`config.mk`:
```
export PLATFORM = sky130hd
export DESIGN_NAME = strict_decimal_to_int64_parser
export DESIGN_NICKNAME = d
export VERILOG_FILES = /design/src/rtl/core/sdi64_pkg.sv /design/src/rtl/core/sdi64_step.sv /design/src/rtl/core/strict_decimal_to_int64_parser.sv
export VERILOG_INCLUDE_DIRS = /design/src /design/src/rtl/core
export SDC_FILE = /design/constraint.sdc
export NUM_CORES = 1
export LEC_CHECK = 0
export BUFFER_PORTS_ARGS = -buffer_cell sky130_fd_sc_hd__clkbuf_2
export CORE_MARGIN = 5
export CORE_UTILIZATION = 40
export DETAILED_ROUTE_END_ITERATION = 10
export PLACE_DENSITY_LB_ADDON = 0.05
export SLEW_MARGIN = 20
export SYNTH_ARGS = -nofsm -noshare
export SYNTH_HDL_FRONTEND = slang
export SYNTH_SLANG_ARGS = --single-unit
```
`constraint.sdc`:
```
create_clock -name clock -period 6.5 [get_ports clock]
set_input_delay 0 -clock clock [delete_from_list [all_inputs] [get_ports clock]]
set_output_delay 0 -clock clock [all_outputs]
set_load 0.01 [all_outputs]
```
`src/rtl/core/strict_decimal_to_int64_parser_macros.svh`:
```
// ----------------------------------------------------------------------------
// Assertion macros for the strict decimal parser
// Concurrent check wrappers; they compile to nothing under synthesis.
// ----------------------------------------------------------------------------
`ifndef STRICT_DECIMAL_TO_INT64_PARSER_MACROS_SVH
`define STRICT_DECIMAL_TO_INT64_PARSER_MACROS_SVH

`ifndef SYNTHESIS

// Same-cycle implication, disabled during reset
`define SDI64_ASSERT_SAME(label, clk, rst, ante, cons, msg) \
   label: assert property (@(posedge clk) disable iff (rst) (ante) |-> (cons)) \
      else $error(msg);

// Next-cycle implication, disabled during reset
`define SDI64_ASSERT_NEXT(label, clk, rst, ante, cons, msg) \
   label: assert property (@(posedge clk) disable iff (rst) (ante) |=> (cons)) \
      else $error(msg);

`else

`define SDI64_ASSERT_SAME(label, clk, rst, ante, cons, msg)
`define SDI64_ASSERT_NEXT(label, clk, rst, ante, cons, msg)

`endif

`endif

```
`src/rtl/core/sdi64_pkg.sv`:
```
// ----------------------------------------------------------------------------
// Strict decimal parser package
// Shared types and character constants of the int64 parser.
// ----------------------------------------------------------------------------
package sdi64_pkg;

   // Parse phase, one-hot
   typedef enum logic [5:0] {
      PH_LEAD   = 6'b000001,
      PH_SIGN   = 6'b000010,
      PH_DIGITS = 6'b000100,
      PH_TRAIL  = 6'b001000,
      PH_BAD    = 6'b010000,
      PH_WAIT   = 6'b100000
   } phase_type;

   localparam logic [7:0] CH_NUL   = 8'h00;
   localparam logic [7:0] CH_TAB   = 8'h09;
   localparam logic [7:0] CH_CR    = 8'h0D;
   localparam logic [7:0] CH_SPACE = 8'h20;
   localparam logic [7:0] CH_PLUS  = 8'h2B;
   localparam logic [7:0] CH_MINUS = 8'h2D;
   localparam logic [7:0] CH_ZERO  = 8'h30;
   localparam logic [7:0] CH_NINE  = 8'h39;

   // Both limits (2^63-1 and 2^63) share this quotient by ten
   localparam logic [63:0] MAG_LIMIT_DIV10 = 64'd922337203685477580;
   localparam logic [3:0]  POS_LAST_DIGIT  = 4'd7;
   localparam logic [3:0]  NEG_LAST_DIGIT  = 4'd8;

   // Parser state; nmag always holds the two's complement negation of mag
   typedef struct packed {
      phase_type   phase;
      logic        negative;
      logic [63:0] mag;
      logic [63:0] nmag;
   } state_type;

   typedef struct packed {
      logic [7:0]         status_byte;
      logic signed [63:0] value;
      logic               ok;
   } result_type;

   localparam int RSP_DATA_W = 80;
   localparam int REQ_DATA_W = 8;

endpackage

```
`src/rtl/core/sdi64_step.sv`:
```
// ----------------------------------------------------------------------------
// Strict decimal parser step
// Next state and optional result for one byte of the string.
// ----------------------------------------------------------------------------
module sdi64_step (
   input  sdi64_pkg::state_type  st,
   input  logic [7:0]            ch,
   input  logic                  last,
   output sdi64_pkg::state_type  st_next,
   output logic                  emit,
   output sdi64_pkg::result_type result
);

   logic                 is_blank;
   logic                 is_digit;
   logic [3:0]           digit;
   logic [3:0]           last_digit;
   logic                 ovf;
   logic [63:0]          mag10;
   logic [63:0]          nmag10;
   sdi64_pkg::state_type added;
   sdi64_pkg::state_type taken;
   sdi64_pkg::state_type cleared;
   sdi64_pkg::state_type src;
   logic                 ok;

   assign is_blank = ((ch >= sdi64_pkg::CH_TAB) && (ch <= sdi64_pkg::CH_CR)) ||
                     (ch == sdi64_pkg::CH_SPACE);
   assign is_digit = (ch >= sdi64_pkg::CH_ZERO) && (ch <= sdi64_pkg::CH_NINE);
   assign digit    = ch[3:0];

   // Range check before the multiply-add, so the magnitude never wraps
   assign last_digit = st.negative ? sdi64_pkg::NEG_LAST_DIGIT : sdi64_pkg::POS_LAST_DIGIT;
   assign ovf = (st.mag > sdi64_pkg::MAG_LIMIT_DIV10) ||
                ((st.mag == sdi64_pkg::MAG_LIMIT_DIV10) && (digit > last_digit));

   assign mag10  = (st.mag << 3) + (st.mag << 1) + {60'd0, digit};
   assign nmag10 = (st.nmag << 3) + (st.nmag << 1) - {60'd0, digit};

   always_comb begin
      added = st;
      if (ovf) begin
         added.phase = sdi64_pkg::PH_BAD;
      end else begin
         added.phase = sdi64_pkg::PH_DIGITS;
         added.mag   = mag10;
         added.nmag  = nmag10;
      end
   end

   assign cleared = '{phase: sdi64_pkg::PH_LEAD, negative: 1'b0, mag: 64'd0, nmag: 64'd0};

   // Consume one nonzero byte
   always_comb begin
      taken = st;
      unique case (st.phase)
         sdi64_pkg::PH_LEAD: begin
            if (is_blank) begin
               taken = st;
            end else if ((ch == sdi64_pkg::CH_MINUS) || (ch == sdi64_pkg::CH_PLUS)) begin
               taken.negative = (ch == sdi64_pkg::CH_MINUS);
               taken.phase    = sdi64_pkg::PH_SIGN;
            end else if (is_digit) begin
               taken = added;
            end else begin
               taken.phase = sdi64_pkg::PH_BAD;
            end
         end
         sdi64_pkg::PH_SIGN: begin
            if (is_digit) begin
               taken = added;
            end else begin
               taken.phase = sdi64_pkg::PH_BAD;
            end
         end
         sdi64_pkg::PH_DIGITS: begin
            if (is_digit) begin
               taken = added;
            end else if (is_blank) begin
               taken.phase = sdi64_pkg::PH_TRAIL;
            end else begin
               taken.phase = sdi64_pkg::PH_BAD;
            end
         end
         sdi64_pkg::PH_TRAIL: begin
            if (!is_blank) begin
               taken.phase = sdi64_pkg::PH_BAD;
            end
         end
         default: begin
            taken.phase = sdi64_pkg::PH_BAD;
         end
      endcase
   end

   // Framing: wait-for-last, string terminator, last byte
   always_comb begin
      st_next = st;
      emit    = 1'b0;
      src     = st;
      if (st.phase == sdi64_pkg::PH_WAIT) begin
         if (last) begin
            st_next = cleared;
         end
      end else if (ch == sdi64_pkg::CH_NUL) begin
         emit = 1'b1;
         if (last) begin
            st_next = cleared;
         end else begin
            st_next.phase = sdi64_pkg::PH_WAIT;
         end
      end else begin
         src = taken;
         if (last) begin
            emit    = 1'b1;
            st_next = cleared;
         end else begin
            st_next = taken;
         end
      end
   end

   assign ok = (src.phase == sdi64_pkg::PH_DIGITS) || (src.phase == sdi64_pkg::PH_TRAIL);

   always_comb begin
      result.ok          = ok;
      result.value       = ok ? (src.negative ? src.nmag : src.mag) : 64'sd0;
      result.status_byte = result.value[7:0];
   end

endmodule

```
`src/rtl/core/strict_decimal_to_int64_parser.sv`:
```
// ----------------------------------------------------------------------------
// Strict decimal string to int64 parser
// Streams a text string one byte per transfer and reports one result per
// string: validity, the signed 64-bit value and its low byte as exit code.
// ----------------------------------------------------------------------------
// Usage: send the string one byte per req transfer, with req_tlast on its
// final byte. Leading white space (bytes 9-13 and 32), an optional sign,
// one or more digits and trailing white space make a valid string; the value
// must fit in a signed 64-bit integer, otherwise ok is 0 and value is 0. A
// zero byte ends the string at once and yields the result; bytes after it are
// dropped without a result up to and including the one marked last. The
// block takes one byte per cycle unless a held result is not taken: a
// byte is held in the input register, then one pass through the step logic
// (the 64-bit range compares and the multiply-by-ten add) updates the state
// and loads the result register, which holds the result until it transfers.
// The input register keeps accepting while a result waits in the result
// register, and stalls only once both hold an item and rsp_tready is low.
// ----------------------------------------------------------------------------
`include "strict_decimal_to_int64_parser_macros.svh"

module strict_decimal_to_int64_parser (
   input  logic                             clock,
   input  logic                             reset,

   input  logic                             req_tvalid,
   output logic                             req_tready,
   input  logic [sdi64_pkg::REQ_DATA_W-1:0] req_tdata,   // [7:0] ch
   input  logic                             req_tlast,   // last

   output logic                             rsp_tvalid,
   input  logic                             rsp_tready,
   output logic [sdi64_pkg::RSP_DATA_W-1:0] rsp_tdata    // [0] ok, [64:1] value,
                                                         // [72:65] status_byte, rest 0
);

   // Input register
   logic                 in_valid_ff;
   logic                 in_valid_in;
   logic [7:0]           in_ch_ff;
   logic                 in_last_ff;

   // Parser state
   sdi64_pkg::state_type st_ff;
   sdi64_pkg::state_type st_in;

   // Result register
   logic                   rsp_valid_ff;
   logic                   rsp_valid_in;
   sdi64_pkg::result_type  rsp_data_ff;

   logic                   req_xfer;
   logic                   advance;
   logic                   step_emit;
   sdi64_pkg::state_type   step_next;
   sdi64_pkg::result_type  step_result;

   assign req_xfer = req_tvalid && req_tready;

   // Move the held byte through the step logic when the result slot is free
   // or is being emptied in this cycle
   assign advance    = in_valid_ff && (!rsp_valid_ff || rsp_tready);
   assign req_tready = !in_valid_ff || advance;

   sdi64_step u_step (
      .st      (st_ff),
      .ch      (in_ch_ff),
      .last    (in_last_ff),
      .st_next (step_next),
      .emit    (step_emit),
      .result  (step_result)
   );

   always_comb begin
      if (req_xfer) begin
         in_valid_in = 1'b1;
      end else if (advance) begin
         in_valid_in = 1'b0;
      end else begin
         in_valid_in = in_valid_ff;
      end
   end

   assign st_in = advance ? step_next : st_ff;

   // A byte that ends no string still frees the result slot if it drains
   always_comb begin
      if (advance) begin
         rsp_valid_in = step_emit;
      end else if (rsp_tready) begin
         rsp_valid_in = 1'b0;
      end else begin
         rsp_valid_in = rsp_valid_ff;
      end
   end

   // Control state
   always_ff @(posedge clock) begin
      if (reset) begin
         in_valid_ff  <= 1'b0;
         rsp_valid_ff <= 1'b0;
         st_ff        <= '{phase: sdi64_pkg::PH_LEAD, negative: 1'b0,
                           mag: 64'd0, nmag: 64'd0};
      end else begin
         in_valid_ff  <= in_valid_in;
         rsp_valid_ff <= rsp_valid_in;
         st_ff        <= st_in;
      end
   end

   // Payload: hold the byte until it is used, hold the result until taken
   always_ff @(posedge clock) begin
      if (req_xfer) begin
         in_ch_ff   <= req_tdata[7:0];
         in_last_ff <= req_tlast;
      end
      if (advance && step_emit) begin
         rsp_data_ff <= step_result;
      end
   end

   assign rsp_tvalid = rsp_valid_ff;
   assign rsp_tdata  = {7'd0, rsp_data_ff};

   // The negated copy of the magnitude must track it at all times
   `SDI64_ASSERT_SAME(a_nmag_tracks_mag, clock, reset, 1'b1,
                      (st_ff.mag + st_ff.nmag) == 64'd0,
                      "negated magnitude out of step")

   // A held byte that cannot advance stays in the input register
   `SDI64_ASSERT_NEXT(a_in_hold, clock, reset, in_valid_ff && !advance,
                      in_valid_ff && (in_ch_ff == $past(in_ch_ff)),
                      "input byte lost while stalled")

   // An invalid result carries zero in value and exit code
   `SDI64_ASSERT_SAME(a_bad_is_zero, clock, reset, rsp_valid_ff && !rsp_data_ff.ok,
                      (rsp_data_ff.value == 64'sd0) && (rsp_data_ff.status_byte == 8'd0),
                      "invalid result with nonzero value")

endmodule
```
* Yosys cells after proc, flatten, opt, wreduce, memory -nomap -nowiden
Index checks and enable logic that the tools add are counted.
** Storage, ports and cells
- Logic and storage cells :: 83
- Flip-flop bits (word level) :: 211
** Cells by class
- Reductions and logical operators :: 20
- Equality and inequality tests :: 13
- Add/subtract/negate cells :: 4
- Magnitude comparators :: 6
- Mux-type cells :: 29
** Operators with widths (number)
- 135-bit 2-to-1 mux :: 7
- 128-bit 2-to-1 mux :: 3
- 129-bit case mux with 2 select lines :: 1
- 129-bit 2-to-1 mux :: 1
- 64-bit adder :: 2
- 64-bit by 4-bit adder with 64-bit output :: 1
- 64-bit by 60-bit == test with 1-bit output (second input constant) :: 1
- 64-bit by 60-bit > comparator with 1-bit output (second input constant) :: 1
- 64-bit 2-to-1 mux :: 1
- 64-bit by 4-bit subtractor with 64-bit output :: 1
- 8-bit by 6-bit == test with 1-bit output (second input constant) :: 3
- 6-bit 2-to-1 mux :: 4
- 6-bit case mux with 4 select lines :: 1
- 6-bit by 3-bit == test with 1-bit output (second input constant) :: 2
- 6-bit by 4-bit == test with 1-bit output (second input constant) :: 2
- 5-bit 2-to-1 mux :: 2
- 8-bit by 4-bit >= comparator with 1-bit output (second input constant) :: 1
- 8-bit by 6-bit >= comparator with 1-bit output (second input constant) :: 1
- 8-bit by 4-bit <= comparator with 1-bit output (second input constant) :: 1
- 8-bit by 6-bit <= comparator with 1-bit output (second input constant) :: 1
- 8-bit logical NOT :: 1
- 1-bit 2-to-1 mux :: 7
- 7-bit 2-to-1 mux :: 1
- 6-bit by 1-bit == test with 1-bit output (second input constant) :: 1
- 12 further kinds :: 25

* Logic depth before layout (Yosys ltp)
Gate-level depths: netlist of run 1.
- Depth in word-level cells :: 13
- Depth in mapped cells :: 17
- Gate-level depth less buffers :: 15

* Modules after synthesis
A second synthesis of run 1 with hierarchy kept.
** Second synthesis, totals
- Cell total of the unflattened synthesis :: 2966
- Area total of the unflattened synthesis :: 23008.3 um^2
** By module, submodules not included
- sdi64_step :: cells each 2279, area each 14383.8 um^2, sequential area each 0.0 um^2, instances 1
- strict_decimal_to_int64_parser :: cells each 687, area each 8624.5 um^2, sequential area each 5205.0 um^2, instances 1

* Least setup slack after synthesis of run 1
No wires, ideal clock.
- Kind :: register to register
- Start point :: reg in_ch_ff[1]
- End point :: reg rsp_data_ff (netlist bit rsp_tdata[0]) (enable)
- Required time :: 6.012 ns
- Data arrival time :: 4.069 ns
- Setup slack :: 1.943 ns
- Stages on the path, launching flop included :: 6
- Cells stage by stage :: edfxtp_1 clkbuf_1 or4_1 nor2_1 a21oi_1 nor2_1
** On the way
- Word-level cells in the longest chain between the ends :: 4
** RTL lines
- from (decl) :: line strict_decimal_to_int64_parser.sv:39 : logic [7:0] in_ch_ff;
- from (signal assigned) :: line strict_decimal_to_int64_parser.sv:113 : in_ch_ff <= req_tdata[7:0];
- 8-bit logical NOT :: line sdi64_step.sv:105 : end else if (ch == sdi64_pkg::CH_NUL) begin
- 1-bit 2-to-1 mux :: line sdi64_step.sv:105
- 1-bit 2-to-1 mux :: line sdi64_step.sv:101 : if (st.phase == sdi64_pkg::PH_WAIT) begin
- 1-bit logical AND :: line strict_decimal_to_int64_parser.sv:116 : if (advance && step_emit) begin
- to (signal assigned) :: line strict_decimal_to_int64_parser.sv:117 : rsp_data_ff <= step_result;
- to (decl) :: line strict_decimal_to_int64_parser.sv:49 : sdi64_pkg::result_type rsp_data_ff;
Every way passes these cells.
A chain may end at the register's enable or synchronous reset.

* Worst setup path in the final report of run 1
- Start point :: reg in_ch_ff[1]
- End point :: reg rsp_data_ff (netlist bit rsp_tdata[58]) (data pin)
** On the way
- Word-level cells in the longest chain between the ends :: 12
- Elaborated cells between the ends (all ways) :: 35
- Those cells by class :: 2 x add/sub; 5 x order compare; 5 x eq/ne; 15 x mux; 8 x reduce/logical
** RTL lines
- branches (longest 8 deep; another with 64-bit by 4-bit adder with 64-bit output)
- 135-bit 2-to-1 mux (*) :: line sdi64_step.sv:105
- 135-bit 2-to-1 mux (*) :: line sdi64_step.sv:101
- 6-bit by 3-bit == test with 1-bit output or 6-bit by 4-bit == test with 1-bit output (tied branches) :: line sdi64_step.sv:123 : assign ok = (src.phase == sdi64_pkg::PH_DIGITS) || (src.phase == sdi64_pkg::PH_TRAIL);
- 1-bit logical OR :: line sdi64_step.sv:123
Every way passes the cells marked *.

==> results of run 1 <==
[through the flow]
stage	total power [W]	cell area (um^2)	std cells	setup WS [ns]
floorplan	0.00176	19200	2460	1.94
global placement	0.00192	19900	3032	1.74
detailed placement	0.00191	19900	3032	1.68
CTS	0.00343	20900	3098	1.64
global route	0.00352	20900	3098	1.23
finish	0.00339	20900	3098	1.53
[area by class of cell]
| type | count | area [um^2] |
|---|---|---|
| Timing Repair Buffer | 119 | 726 |
| Clock buffer | 37 | 744 |
| Multi-Input combinational cell | 1875 | 12700 |
| Tap cell | 615 | 769 |
| Clock inverter | 15 | 116 |
| Fill cell | 4832 | 26700 |
| Inverter | 226 | 848 |
| Sequential cell | 211 | 4960 |
[synth_stat cells (all sizes together) (48+ instances only)]
cell,n
a21o,68
a21oi,191
a22oi,91
buf,60
clkbuf,88
dfxtp,137
edfxtp,74
ha,249
inv,226
nand2,254
nor2,251
nor3,48
o21ai,169
xnor2,71
xor2,53
[path summary, 6_finish.rpt]
kind,startpoint,slack (ns),cells past startpoint,end
min,req_tdata[7],0.19,2,in_ch_ff[7]
min reg2reg,st_ff[63],0.45,2,st_ff[63]
max,in_ch_ff[1],1.53,15,rsp_tdata[58]
max reg2reg,in_ch_ff[1],1.53,15,rsp_tdata[58]
[cell usage in the layout, fill, tap and decap left out, types with 6 or more instances in the layout]
| cell type | Yosys | layout |
|---|---|---|
| a311oi_1 | 15 | 15 |
| buf_4 | 18 | 18 |
| nor4_1 | 11 | 11 |
| o21bai_1 | 33 | 33 |
| nand2_1 | 254 | 253 |
| o21ai_0 | 164 | 163 |
| nand3_1 | 26 | 26 |
| a31oi_1 | 16 | 16 |
| clkbuf_16 | 0 | 28 |
| xor2_1 | 53 | 53 |
| a22o_1 | 20 | 20 |
| o211ai_1 | 15 | 15 |
| a21oi_1 | 190 | 190 |
| clkbuf_2 | 2 | 86 |
| nor2_1 | 250 | 248 |
| inv_1 | 226 | 226 |
| nand2b_1 | 12 | 12 |
| a211oi_1 | 37 | 37 |
| o21a_1 | 17 | 16 |
| a21o_1 | 68 | 67 |
| and3_1 | 15 | 15 |
| and2_1 | 12 | 12 |
| nor2b_1 | 17 | 17 |
| a22oi_1 | 91 | 91 |
| clkinv_2 | 0 | 6 |
| ha_1 | 249 | 249 |
| nand4_1 | 38 | 38 |
| dlygate4sd3_1 | 0 | 14 |
| nor3_1 | 47 | 46 |
| a221oi_1 | 11 | 11 |
| dfxtp_1 | 137 | 137 |
| mux2i_1 | 18 | 18 |
| clkbuf_1 | 86 | 8 |
| edfxtp_1 | 74 | 74 |
| xnor2_1 | 71 | 71 |
| or3_1 | 7 | 7 |
| conb_1 | 1 | 7 |
[per-layer routing]
layer / vias up / global-route usage (%) / part of all wire [%]
met1: 8672 / 35.9 / 47
met4: 2 / 5.53 / 2.2
li1: 8769 / - / -
met2: 543 / 41.1 / 45
met3: 82 / 3.12 / 5.0
met5: - / 0 / 0.019
[registers in the layout, summed over array words and instances (netlist names)]
register and count:
st_ff 135, rsp_tvalid 1, in_ch_ff 8, in_last_ff 1
in_valid_ff 1, rsp_tdata 65
[worst max-delay path: stages, from the launching register on]
cell	delay [ns]
edfxtp_1	0.62
inv_1	0.09
ha_1	0.30
ha_1	0.21
fa_1	0.44
a211oi_1	0.28
o21a_1	0.28
nor3_1	0.11
o21ai_0	0.56
a211oi_1	0.20
o211ai_1	0.50
nand3_1	0.20
a221oi_1	0.38
xnor2_1	0.19
a21oi_1	0.10
a221oi_1	0.30
[power by group through the flow]
stage | Sequential, W | Combinational (W) | Clock, W
detailed placement | 0.00143 | 0.000485 | 0
CTS | 0.00140 | 0.000495 | 0.00153
floorplan | 0.00143 | 0.000327 | 0
global route | 0.00140 | 0.000535 | 0.00158
global placement | 0.00143 | 0.000487 | 0
finish | 0.00140 | 0.000499 | 0.00149
[kinds of logic (layout without fill, tap and decap cells)]
kind of cell / Yosys count / count (layout)
AO/OA/AOI/OAI: 750 / 750
other: 1 / 7
adder cells (fa/ha/maj): 253 / 253
AND/OR/NAND/NOR: 720 / 720
flip-flops: 211 / 211
XOR/XNOR: 124 / 124
multiplexers: 21 / 21
buffers and inverters: 374 / 397
==> results.py, run 1 <==
metrics = {
    "global_route": {
        "overflow": 0,
        "grt_pass1_vias": 17200,
        "grt_pass1_wl_um": 105000,
        "grt_max_degree": 86,
        "antenna_found_initial": 2,
        "grt_usage_pct": 25.2,
    },
    "setup_path": {
        "path_max_fanout": 11,
        "endpoint_kind": "register",
        "cp.arrival_ns": 5.34,
        "startpoint_type": "register",
        "critPathKind": "register to register",
        "cp_data_required_time_ns": 6.87,
    },
    "placement": {
        "hpwl_um": 52900,
        "io_buffers": 87,
        "gp_congestion": 0.915,
    },
    "cts": {
        "root_buffer": "clkbuf_16",
        "hold_buffers": 14,
        "clock_latency_ns": 0.59,
        "clkSlewWorstSetupHoldPaths_ns": 0.06,
        "clockBufferDepth": 3,
        "cts_resized": 0,
        "postCtsSetupBuffers": 0,
        "cts_tree": "done",
        "cts_sinks": 211,
        "numCtsBuffers": 28,
        "htree_num_levels": 1,
    },
    "pwr": {
        "clock_power_share_pct": 44.0,
        "powerDensity_nw_per_um2": 162,
        "seq_power_share_pct": 41.3,
        "power_leakage_nw": 9.34,
        "swShare_pct": 29.5,
        "max-vdd-ir-drop_mv": 0.185,
        "power_frac_comb_pct": 14.7,
        "p_int_w": 0.00239,
        "p_switching_w": 0.00100,
    },
    "logic_synthesis": {
        "synth.area.mux_share_pct": 1.12,
        "ys_types": 87,
        "synth-xor-area-share_pct": 5.67,
        "avgSynthCellArea_um2": 7.80,
        "syn_area_um2": 19200,
        "yosysTopAreaCell": "ha_1",
        "ys_ff_latch": 211,
        "async_reset_ff_share_pct": 0,
        "ys_warn_count": 0,
        "synth_ff_type": "dfxtp_1",
        "synth_top_area_share_pct": 16.3,
        "synth_seq_area_share_pct": 25.9,
        "yosys.area_share.simple_pct": 16.9,
        "synth-edff-count": 74,
        "synthAdderAreaFrac_pct": 16.7,
        "synth-compound-area-share_pct": 25.7,
        "ys_top_cells_by_area": "ha_1, dfxtp_1, edfxtp_1",
        "synth_cells": 2454,
        "synth_top_family_by_area": "compound AO/OA/AOI/OAI gates",
    },
    "detailed_routing": {
        "drc": 0,
        "vias": 18100,
        "drtAntennaViolNets": 0,
        "drt-pass1-iter-count": 6,
        "post_drt_wl_per_cell_um": 22.4,
        "drt-total-wl_um": 69300,
        "vias_per_cell": 5.83,
        "drt-initial-drc-count": 1501,
    },
    "hold_path": {
        "hp-class": "input port to register",
    },
    "finish": {
        "drive_above_1_share_pct": 7.45,
        "nets": 2727,
        "final_util_pct": 43.9,
        "syn2layout_area_growth_pct": 9.07,
        "diodes": 0,
    },
    "floorplanning": {
        "die_w_um": 229,
        "core_area_um2": 47500,
        "die-height_um": 229,
        "die-area_um2": 52400,
        "rows": 80,
        "io_pins": 95,
        "start_util_pct": 40.3,
    },
    "sta": {
        "tightest_slew_ns": 1.07,
        "setup_violations": 0,
        "tns_ns": 0,
        "fin_crit_sh_pct": 76.4,
        "final.setup_skew_ns": 0.0379,
        "drv_slew": 0,
        "hold_viol_final": 0,
        "max-slew-margin-rel_pct": 28.3,
        "fmax_mhz": 201,
        "period_needed_ns": 4.97,
        "hold_ws_ns": 0.191,
        "rsz0062_at_grt": "no",
    },
    "run_status": {
        "status": "finished clean",
    },
    "job": {
        "cap_viol_max_count": 0,
    },
}
Note: power is estimated with default switching activity, not from simulation.
==> inputs of run 2 (changes only) <==
Clock period 6.5 ns to 4.2 ns, I/O delays scaled along.
==> results.py, run 2 (synthesis gave the netlist of run 1 again) <==
metrics = {
    "finish": {
        "largest_reg_flops": 135,
        "drive_above_1_share_pct": 15.5,
        "layout_commonest_cell": "nand2_1",
        "nets": 2919,
        "fin_cells": 3290,
        "diodes": 0,
        "layout_common_cells": "nand2_1, nor2_1, ha_1, inv_1, buf_4",
        "regMostFlops": "st_ff",
        "syn2layout_area_growth_pct": 18.8,
    },
    "setup_path": {
        "startpoint_type": "register",
        "crit_chain": "inv_2 > fa_1 > inv_1 > fa_2 > a21oi_2 > nand4b_1 > a21oi_2 > o211ai_1 > buf_4 > a311oi_2 > buf_4 > nor3b_4 > o21a_1 > nor3_1 > or3_1 > a311oi_2 > a311oi_1",
        "r2r_slack_ns": 0.16,
        "cp.arrival_ns": 4.36,
        "cpPeakStageDelay_ns": 0.53,
        "critPathSlowestCell": "fa_1",
        "cp_data_required_time_ns": 4.52,
        "r2r-start": "in_ch_ff[3]",
        "r2r_cells": 17,
        "regToRegEndpoint": "rsp_tdata[63]",
        "critPathKind": "register to register",
        "path_max_fanout": 4,
        "endpoint_kind": "register",
    },
    "cts": {
        "root_buffer": "clkbuf_16",
        "clock_latency_ns": 0.59,
        "htree_num_levels": 1,
        "numCtsBuffers": 28,
        "clkSlewWorstSetupHoldPaths_ns": 0.06,
        "cts_sinks": 211,
        "clockBufferDepth": 3,
        "cts_tree": "done",
    },
    "pwr": {
        "p_int_w": 0.00394,
        "clock_power_share_pct": 44.3,
        "power_frac_comb_pct": 16.7,
        "power_leakage_nw": 10.4,
        "powerDensity_nw_per_um2": 244,
        "finalPower_w": 0.00555,
        "p_switching_w": 0.00161,
        "swShare_pct": 29.0,
        "seq_power_share_pct": 38.9,
        "max-vdd-ir-drop_mv": 0.368,
    },
    "sta": {
        "fin_crit_sh_pct": 96.1,
        "rsz0062_at_grt": "yes",
        "period_needed_ns": 4.04,
        "drv_slew": 0,
        "fmax_mhz": 248,
        "final.setup_skew_ns": 0.0254,
        "hold_viol_final": 0,
        "tightest_slew_ns": 0.941,
        "max-slew-margin-rel_pct": 37.3,
        "setup_violations": 0,
    },
    "detailed_routing": {
        "vias": 18900,
        "wl_met1_um": 34500,
        "drt-pass1-iter-count": 6,
        "dr_wl_met2_um": 29300,
        "drt-initial-drc-count": 1590,
        "vias_per_cell": 5.73,
        "drc": 0,
        "drtAntennaViolNets": 0,
        "post_drt_wl_per_cell_um": 21.3,
        "drt-total-wl_um": 70100,
        "wl_met3_um": 4750,
        "top_layer_used": "met5",
    },
    "placement": {
        "place_inst": 3218,
        "io_buffers": 87,
        "hpwl_um": 54400,
        "gp_congestion": 0.966,
    },
    "floorplanning": {
        "start_util_pct": 40.3,
        "die-area_um2": 52400,
        "die_w_um": 229,
        "io_pins": 95,
        "core_area_um2": 47500,
        "die-height_um": 229,
        "rows": 80,
    },
    "hold_path": {
        "hold_start": "req_tdata[3]",
        "holdPathEnd": "in_ch_ff[3]",
        "hp-class": "input port to register",
        "holdPathStages": 2,
    },
    "global_route": {
        "grt_pass1_vias": 18000,
        "grt_pass1_wl_um": 107000,
        "overflow": 0,
        "antenna_found_initial": 1,
        "grt_max_degree": 69,
        "grt_usage_pct": 25.7,
    },
    "run_status": {
        "status": "finished clean",
    },
    "job": {
        "cap_viol_max_count": 0,
    },
}
## run 2: what timing repair did
action | 4_1_cts | 5_1_grt
setup endpoints to repair | 12 | 38
pin swaps | 2 | 15
hold endpoints to repair | 22 | 0
setup buffers | 3 | 4
resized for setup | 5 | 44
hold buffers | 13 | 0
gates cloned | 0 | 0
## run 2: worst max-delay path by stage
stage	start	to	slack, ns	cells past startpoint
detailed placement	in_ch_ff[3]	rsp_tdata[64]	-0.09	16
global placement	in_ch_ff[3]	rsp_tdata[64]	-0.07	16
floorplan	in_ch_ff[3]	rsp_tdata[63]	0.39	15
finish	in_ch_ff[3]	rsp_tdata[63]	0.16	17
CTS	in_ch_ff[3]	rsp_tdata[63]	0.009	17
global route	in_ch_ff[3]	rsp_tdata[61]	-0.05	17
## run 2: layer usage
metal	vias up	track usage [%]
li1	9155	-
met4	2	6.35
met5	-	0
met3	87	4.02
met1	9007	38.9
met2	612	38.2
## run 2: stage by stage
step / util, % / hold WS, ns / setup TNS, ns / worst slack [ns] / area, um^2
floorplan: - / 0.0989 / 0 / 0.389 / 19200
global placement: 45.1 / 0.179 / -0.0935 / -0.0700 / 21400
detailed placement: 45.1 / 0.179 / -0.345 / -0.0927 / 21400
CTS: 47.4 / 0.0959 / 0 / 0.00897 / 22600
global route: 47.9 / 0.104 / -0.0886 / -0.0513 / 22800
finish: 47.9 / 0.128 / 0 / 0.164 / 22800
## run 2: final cells by class
type / count / area (um^2)
Clock buffer: 32 / 726
Inverter: 226 / 848
Timing Repair Buffer: 311 / 2330
Fill cell: 4775 / 24800
Multi-Input combinational cell: 1875 / 12900
Sequential cell: 211 / 4960
Clock inverter: 20 / 203
Tap cell: 615 / 769
## run 2: worst max-delay path: cells and delay by family, from the launching register on
family | cells | cell delay (ns)
AOI/OAI and AO/OA | 7 | 1.16
adders and majority gates | 2 | 0.90
and+or+nand+nor | 4 | 0.81
buffers and inverters | 4 | 0.52
DFF | 1 | 0.36
## run 2: power by group through the flow
stage	Combinational, W	Clock (W)	Sequential, W
after floorplan	0.000506	0	0.00221
after global placement	0.000866	0	0.00221
after detailed placement	0.000867	0	0.00221
after CTS	0.000892	0.00252	0.00216
after global routing	0.000993	0.00261	0.00216
final	0.000927	0.00246	0.00216
